File: src/design/mcr_pkg.sv
// Shared types and constants for the midpoint circle rasterizer.
// No dependencies; every other design file imports this package.
`timescale 1ns / 1ps

package mcr_pkg;

  // Field widths of the stream beats.
  localparam int ColW      = 7;
  localparam int RowW      = 6;
  localparam int RadW      = 5;
  localparam int OffW      = 6;
  localparam int DecW      = 10;
  localparam int PixColW   = 9;
  localparam int PixRowW   = 8;
  localparam int InFieldW  = ColW + RowW + RadW;
  localparam int InDataW   = ((InFieldW + 7) / 8) * 8;
  localparam int OutFieldW = 4 * (PixColW + PixRowW);
  localparam int OutDataW  = ((OutFieldW + 7) / 8) * 8;

  // Result budget per circle; two results per loop step.
  localparam int MaxResults = 46;
  localparam int MaxSteps   = MaxResults / 2;
  localparam int StepW      = $clog2(MaxSteps);

  // Decision term constants of the midpoint recurrence.
  localparam logic [DecW-1:0] DecInit  = DecW'(3);
  localparam logic [DecW-1:0] DecIncLo = DecW'(6);
  localparam logic [DecW-1:0] DecIncHi = DecW'(10);

  // Controller to datapath commands.
  typedef struct packed {
    logic start;  // load a new circle request
    logic emit;   // capture one result into the output register
  } mcr_cmd_t;

  // Datapath to controller status.
  typedef struct packed {
    logic out_free;  // output register empty or being drained this cycle
    logic last;      // the result emitted now closes the circle
  } mcr_status_t;

endpackage

File: src/design/midpoint_circle_rasterizer_top.sv
// Top level of the midpoint circle rasterizer: controller plus datapath.
// Depends on mcr_pkg, mcr_ctrl and mcr_dpath.
`timescale 1ns / 1ps

// Usage:
// The slave stream takes one circle request per beat. The master stream
// returns the circle as beats of four pixels each; every loop step of the
// midpoint recurrence yields two beats, the second with tuser set (x and y
// swapped). The final beat of a circle carries tlast.
// A circle of radius r takes about r/sqrt(2) + 1 loop steps, at most 23,
// so it yields up to 46 beats. The single octant loop in the datapath
// produces one beat per cycle when the receiver keeps tready high.
// After a request is accepted the controller enters its run state, and the
// first beat is then captured into the output register and offered. A new
// request is accepted as soon as the last beat of the previous circle sits
// in the output register, even if that beat is still stalled.
// A stalled receiver holds the output register and pauses the loop; no
// beat is lost or repeated. Reset returns the block to idle with no beat
// pending.
module midpoint_circle_rasterizer_top #(
  parameter int MAX_RADIUS = 31
) (
  input  logic                              clk_i,
  input  logic                              rst_ni,
  input  logic                              s_axis_tvalid,
  output logic                              s_axis_tready,
  // Fields from bit 0: center_col[6:0], center_row[5:0], radius[4:0], zero pad.
  input  logic [mcr_pkg::InDataW-1:0]       s_axis_tdata,
  output logic                              m_axis_tvalid,
  input  logic                              m_axis_tready,
  // Fields from bit 0: pix0_col, pix0_row, pix1_col, pix1_row, pix2_col,
  // pix2_row, pix3_col, pix3_row (cols 9 bits, rows 8 bits, signed), zero pad.
  output logic [mcr_pkg::OutDataW-1:0]      m_axis_tdata,
  // Fields from bit 0: swapped_half.
  output logic                              m_axis_tuser,
  output logic                              m_axis_tlast
);
  import mcr_pkg::*;

  mcr_cmd_t    cmd;
  mcr_status_t status;

  mcr_ctrl u_ctrl (
    .clk_i         (clk_i),
    .rst_ni        (rst_ni),
    .s_axis_tvalid (s_axis_tvalid),
    .s_axis_tready (s_axis_tready),
    .status_i      (status),
    .cmd_o         (cmd)
  );

  mcr_dpath #(
    .MAX_RADIUS (MAX_RADIUS)
  ) u_dpath (
    .clk_i         (clk_i),
    .rst_ni        (rst_ni),
    .cmd_i         (cmd),
    .status_o      (status),
    .s_axis_tdata  (s_axis_tdata),
    .m_axis_tvalid (m_axis_tvalid),
    .m_axis_tready (m_axis_tready),
    .m_axis_tdata  (m_axis_tdata),
    .m_axis_tuser  (m_axis_tuser),
    .m_axis_tlast  (m_axis_tlast)
  );

endmodule

File: src/design/mcr_ctrl.sv
// Control state machine of the midpoint circle rasterizer.
// Depends on mcr_pkg for the command and status structs.
`timescale 1ns / 1ps

module mcr_ctrl (
  input  logic                clk_i,
  input  logic                rst_ni,
  input  logic                s_axis_tvalid,
  output logic                s_axis_tready,
  input  mcr_pkg::mcr_status_t status_i,
  output mcr_pkg::mcr_cmd_t    cmd_o
);
  import mcr_pkg::*;

  localparam logic StIdle = 1'b0;
  localparam logic StRun  = 1'b1;

  logic state_q, state_d;

  assign s_axis_tready = (state_q == StIdle);
  assign cmd_o.start   = s_axis_tvalid && (state_q == StIdle);
  assign cmd_o.emit    = (state_q == StRun) && status_i.out_free;

  always_comb begin
    state_d = state_q;
    case (state_q)
      StIdle: begin
        if (cmd_o.start) state_d = StRun;
      end
      StRun: begin
        if (cmd_o.emit && status_i.last) state_d = StIdle;
      end
      default: state_d = StIdle;
    endcase
  end

  always_ff @(posedge clk_i or negedge rst_ni) begin
    if (!rst_ni) begin
      state_q <= StIdle;
    end else begin
      state_q <= state_d;
    end
  end

endmodule

File: src/design/mcr_dpath.sv
// Datapath of the midpoint circle rasterizer: octant offsets, decision term,
// pixel adders and the output register. Depends on mcr_pkg.
`timescale 1ns / 1ps

module mcr_dpath #(
  parameter int MAX_RADIUS = 31
) (
  input  logic                              clk_i,
  input  logic                              rst_ni,
  input  mcr_pkg::mcr_cmd_t                 cmd_i,
  output mcr_pkg::mcr_status_t              status_o,
  input  logic [mcr_pkg::InDataW-1:0]       s_axis_tdata,
  output logic                              m_axis_tvalid,
  input  logic                              m_axis_tready,
  output logic [mcr_pkg::OutDataW-1:0]      m_axis_tdata,
  output logic                              m_axis_tuser,
  output logic                              m_axis_tlast
);
  import mcr_pkg::*;

  logic [ColW-1:0]  in_col;
  logic [RowW-1:0]  in_row;
  logic [RadW-1:0]  in_rad;
  logic [RadW-1:0]  rad_sat;

  logic [OffW-1:0]  x_q, y_q;
  logic [DecW-1:0]  d_q;
  logic [ColW-1:0]  cc_q;
  logic [RowW-1:0]  cr_q;
  logic             half_q;
  logic [StepW-1:0] step_q;

  logic [OffW-1:0]  a, b;
  logic [OffW-1:0]  x_nx;
  logic [OffW:0]    y_nx;
  logic [DecW-1:0]  d_nx, x4, y4;
  logic             d_neg;
  logic             loop_done;

  logic [PixColW-1:0] col_p, col_m;
  logic [PixRowW-1:0] row_p, row_m;

  logic                valid_q;
  logic [OutDataW-1:0] data_q;
  logic                user_q, last_q;

  assign in_col = s_axis_tdata[ColW-1:0];
  assign in_row = s_axis_tdata[ColW+RowW-1:ColW];
  assign in_rad = s_axis_tdata[InFieldW-1:ColW+RowW];

  // The radius saturates to the configured maximum.
  assign rad_sat = ({2'b00, in_rad} > 7'(MAX_RADIUS)) ? RadW'(MAX_RADIUS) : in_rad;

  // The second half of a step swaps the roles of x and y.
  assign a = half_q ? y_q : x_q;
  assign b = half_q ? x_q : y_q;

  assign col_p = {2'b00, cc_q} + {3'b000, a};
  assign col_m = {2'b00, cc_q} - {3'b000, a};
  assign row_p = {2'b00, cr_q} + {2'b00, b};
  assign row_m = {2'b00, cr_q} - {2'b00, b};

  assign x4    = {2'b00, x_q, 2'b00};
  assign y4    = {2'b00, y_q, 2'b00};
  assign d_neg = d_q[DecW-1];
  assign d_nx  = d_neg ? (d_q + x4 + DecIncLo) : (d_q + x4 - y4 + DecIncHi);
  assign x_nx  = x_q + OffW'(1);
  // One extra bit so that y stepping below zero still ends the loop.
  assign y_nx  = d_neg ? {1'b0, y_q} : ({1'b0, y_q} - 7'd1);

  assign loop_done = ($signed({1'b0, x_nx}) > $signed(y_nx))
                  || (step_q == StepW'(MaxSteps - 1));

  assign status_o.last     = half_q && loop_done;
  assign status_o.out_free = !valid_q || m_axis_tready;

  always_ff @(posedge clk_i or negedge rst_ni) begin
    if (!rst_ni) begin
      half_q  <= 1'b0;
      step_q  <= '0;
      valid_q <= 1'b0;
    end else begin
      if (cmd_i.start) begin
        half_q <= 1'b0;
        step_q <= '0;
      end else if (cmd_i.emit) begin
        half_q <= !half_q;
        if (half_q) step_q <= step_q + StepW'(1);
      end
      if (cmd_i.emit) begin
        valid_q <= 1'b1;
      end else if (m_axis_tready) begin
        valid_q <= 1'b0;
      end
    end
  end

  always_ff @(posedge clk_i) begin
    if (cmd_i.start) begin
      x_q  <= '0;
      y_q  <= {1'b0, rad_sat};
      d_q  <= DecInit - {4'b0000, rad_sat, 1'b0};
      cc_q <= in_col;
      cr_q <= in_row;
    end else if (cmd_i.emit && half_q) begin
      x_q <= x_nx;
      y_q <= y_nx[OffW-1:0];
      d_q <= d_nx;
    end
    if (cmd_i.emit) begin
      data_q <= {(OutDataW - OutFieldW)'(0),
                 row_m, col_m, row_m, col_p, row_p, col_m, row_p, col_p};
      user_q <= half_q;
      last_q <= half_q && loop_done;
    end
  end

  assign m_axis_tvalid = valid_q;
  assign m_axis_tdata  = data_q;
  assign m_axis_tuser  = user_q;
  assign m_axis_tlast  = last_q;

endmodule

File: config.mk
export PLATFORM = sky130hd
export DESIGN_NAME = midpoint_circle_rasterizer_top
export DESIGN_NICKNAME = d
export VERILOG_FILES = /design/src/design/mcr_pkg.sv /design/src/design/midpoint_circle_rasterizer_top.sv /design/src/design/mcr_ctrl.sv /design/src/design/mcr_dpath.sv
export SDC_FILE = /design/constraint.sdc
export NUM_CORES = 1
export LEC_CHECK = 0
export ABC_AREA = 1
export ABC_CLOCK_PERIOD_IN_PS = 3700
export BUFFER_PORTS_ARGS = -buffer_cell sky130_fd_sc_hd__clkbuf_2
export CORE_UTILIZATION = 56
export CTS_BUF_LIST = sky130_fd_sc_hd__clkbuf_16
export DETAILED_ROUTE_END_ITERATION = 7
export GPL_TIMING_DRIVEN = 0
export HOLD_SLACK_MARGIN = 0.15
export PLACE_DENSITY = 0.81
export SKIP_LAST_GASP = 1
export SLEW_MARGIN = 20
export SYNTH_ARGS = -nofsm -noshare
export SYNTH_HDL_FRONTEND = slang
export SYNTH_HIERARCHICAL = 1
export SYNTH_SLANG_ARGS = --single-unit
File: constraint.sdc
create_clock -name clk_i -period 3.7 [get_ports clk_i]
set_clock_uncertainty 0.2 [all_clocks]
set_input_delay 0.74 -clock clk_i [delete_from_list [all_inputs] [get_ports clk_i]]
set_output_delay 0.74 -clock clk_i [all_outputs]
set_load 0.03 [all_outputs]
==> flow_summary_export.csv <==
group,metric,value,unit
outcome,outcome,"finished with violations",
outcome,violations,"DRC",
timing,setup_viol,0,
place,place_congestion,0.944,
critical_path,cp.depth,18,
grt,grt_max_degree,34,
logic_synthesis,syn_area_per_cell,8.75,µm²
critical_path,cp-start-kind,"flop",
critical_path,timing.critical_path.mode_cell,"nand2_1",
critical_path,rrSetupSlack,0.23,ns
critical_path,cp.arrival,3.34,ns
logic_synthesis,netlist_area,5210,µm²
logic_synthesis,ys_seq_area_share,39.4,%
floorplan,core_area,8850,µm²
timing,fin_crit,3.47,ns
clock_network,worstSkewPairLatency,0.33,ns
clock_network,cts_setup_buffers,0,
drt,viasPerCell,5.32,
drt,drt_wl_total,11.4,mm
critical_path,critPathBufInv,2,
clock_network,cts_sinks,72,
critical_path,critical_path_class,"reg -> reg",
critical_path,slowest_delay,0.47,ns
critical_path,crit_slowest_cell,"fa_1",
floorplan,die-height,98.4,µm
drt,drc_errors,14,
finish,fin_cells,816,
drt,drt_iter0_drc,356,
logic_synthesis,ys_top_cells_by_count,"nand2_1 (98), inv_1 (97), edfxtp_1 (57)",
logic_synthesis,synthFlopType,"edfxtp_1",
clock_network,h-tree-depth,3,
timing,tightest_slew,0.750,ns
place,placed_area,5820,µm²
drt,antenna_left,0,
critical_path,critPathCapture,"u_dpath/d_q[9]",
logic_synthesis,synth_cell_type_count,40,
critical_path,worstSetupEndpointType,"flop",
floorplan,dieArea,9690,µm²
critical_path,cp_max_fo,8,
timing,slew_violations,0,
timing,slew_headroom,49.9,%
floorplan,dieWidth,98.4,µm
place,dp_cells,799,
timing,max_freq,0.288,GHz
clock_network,cts_root_buffer,"clkbuf_16",
grt,overflow,0,
finish,finalInstanceArea,6110,µm²
logic_synthesis,yosysTopAreaCellShare,32.9,%
drt,num_vias,4344,
critical_path,crit_chain,"ha_1 > fa_1 > xnor2_2 > inv_1 > ha_1 > ha_1 > nand2_1 > nand2_1 > nand2_1 > nand3_1 > nand2_1 > nand2_1 > inv_1 > nand3_1 > nand3_1 > nand2_1 > nand2_1 > nand2_1",
finish,insertedDiodeCount,0,
drt,wl_per_cell,14.0,µm
logic_synthesis,synthArstFlopShare,11.1,%
floorplan,rows,34,
finish,final_nets,791,
logic_synthesis,netlist_instances,595,
finish,drive_gt1_share,24.7,%
grt,antenna_found_initial,0,
logic_synthesis,synth_seq_cells,72,
logic_synthesis,synth.most_common_cell,"nand2_1",
worst_hold_path,worstHoldPathType,"reg -> reg",
logic_synthesis,synth_edf_count,57,
timing,rsz0062_at_grt,"no",
place,portBuffers,89,
drt,first_pass_iters,8,
grt,grt_pass1_wl,19.2,mm
floorplan,start_util,58.8,%
critical_path,timing.rr.start,"u_dpath/x_q[0]",
clock_network,cts_tree,"yes",
logic_synthesis,yosysTopAreaCell,"edfxtp_1",
clock_network,cts_made_buffers,9,
critical_path,crit_path_start,"u_dpath/x_q[0]",
critical_path,rr_endpoint,"u_dpath/d_q[9]",
critical_path,cp_top_family,"adder cells",
logic_synthesis,yosys_warnings,6,
timing,final_hold_viol_count,0,
critical_path,reg2reg_depth,18,
clock_network,clkSlewWorstSetupHoldPaths,0.06,ns
grt,grt_use_total,25.0,%
clock_network,clk_path_buf_depth,2,
floorplan,ioPinCount,104,
finish,syn2layout_area_growth,17.4,%
logic_synthesis,post_synth_main_area_contributors,"edfxtp_1 (33%), ha_1 (13%), nand2_1 (7.1%), inv_1 (7.0%), buf_4 (6.6%)",
job,cap_violations,0,
grt,grt_pass1_vias,4196,
critical_path,critPathRequiredTime,3.57,ns
place,detailed_place_hpwl,8.58,mm
timing,period_share,93.8,%
## layout make-up
class	instances	area, µm²
flip-flops and latches	72	2050
plain buffers	55	399
clock inverters	6	27.5
well taps	108	135
repair buffers	90	455
clock buffers	10	250
multi-input cells	373	2410
fillers	676	2740
inverters	102	383
## cells by family after synthesis
kind of cell,share of synthesized area [%]
buffers and inverters,15.0
and+or+nand+nor,14.8
other,0.0720
DFF,39.4
adders and majority gates,15.1
AOI/OAI and AO/OA,10.9
xor gates and xnor gates,4.71
## metal layers
layer	GRT usage, %	vias up	routed length [µm]
met5	0	-	0
met1	29.4	2000	4760
met4	10.9	0	248
li1	-	2125	-
met2	44.8	194	5610
met3	4.54	25	796
## registers in the layout, indices dropped and copies added (netlist names), 5 cells and up
| signal | cells |
|---|---|
| u_dpath/m_axis_tdata | 28 |
| u_dpath/d_q | 9 |
| u_dpath/cc_q | 7 |
| u_dpath/x_q | 6 |
| u_dpath/step_q | 5 |
| u_dpath/cr_q | 6 |
| u_dpath/y_q | 6 |
## cells in the final DEF, fill, tap and decap left out, types with 7 or more instances in the layout
master / Yosys / routed
a21oi_1: 39 / 39
buf_4: 46 / 46
clkbuf_16: 0 / 10
clkbuf_2: 1 / 91
conb_1: 1 / 8
dfrtp_1: 8 / 8
dfxtp_1: 7 / 7
edfxtp_1: 57 / 57
ha_1: 55 / 55
inv_1: 97 / 99
nand2_1: 98 / 98
nand3_1: 28 / 28
nand4_1: 8 / 8
nor2_1: 21 / 20
o21ai_0: 38 / 38
xor2_1: 24 / 24
## through the flow
stage                     worst slack, ns  utilization [%]  TNS (ns)  hold WS [ns]
after floorplan                     0.563                -         0         0.244
after global placement            -0.0628             65.7    -0.864         0.295
after detailed placement            0.194             65.7         0         0.328
after CTS                           0.176             69.0         0         0.338
after global routing             0.000600             69.1         0         0.365
final                               0.230             69.1         0         0.340
## worst min-delay path by stage
stage	start	slack [ns]	endpoint	depth (start not counted)
finish	u_dpath/step_q[4]	0.34	u_dpath/step_q[4]	2
floorplan	rst_ni	0.24	u_ctrl/state_q	0
global route	s_axis_tdata[11]	0.37	u_dpath/cr_q[4]	1
CTS	u_dpath/step_q[4]	0.34	u_dpath/step_q[4]	2
global placement	u_dpath/m_axis_tvalid	0.29	u_dpath/m_axis_tvalid	2
detailed placement	u_dpath/m_axis_tvalid	0.33	u_dpath/m_axis_tvalid	2
## repair_timing
item / 4_1_cts / 5_1_grt
hold buffers: 1 / 0
endpoints found under the hold margin: 8 / 0
resized for setup: 0 / 1
setup endpoints to repair: 0 / 2
## worst reg2reg max path: stages, from the launching register on
cell,delay (ns)
dfxtp_1,0.40
ha_1,0.29
fa_1,0.47
xnor2_2,0.28
inv_1,0.08
ha_1,0.28
ha_1,0.36
nand2_1,0.09
nand2_1,0.07
nand2_1,0.06
nand3_1,0.12
nand2_1,0.09
nand2_1,0.07
inv_1,0.05
nand3_1,0.07
nand3_1,0.08
nand2_1,0.05
nand2_1,0.05
nand2_1,0.05
Power is not shown: default switching activity piles up to over one toggle a cycle in this logic, so the estimate is an artifact.
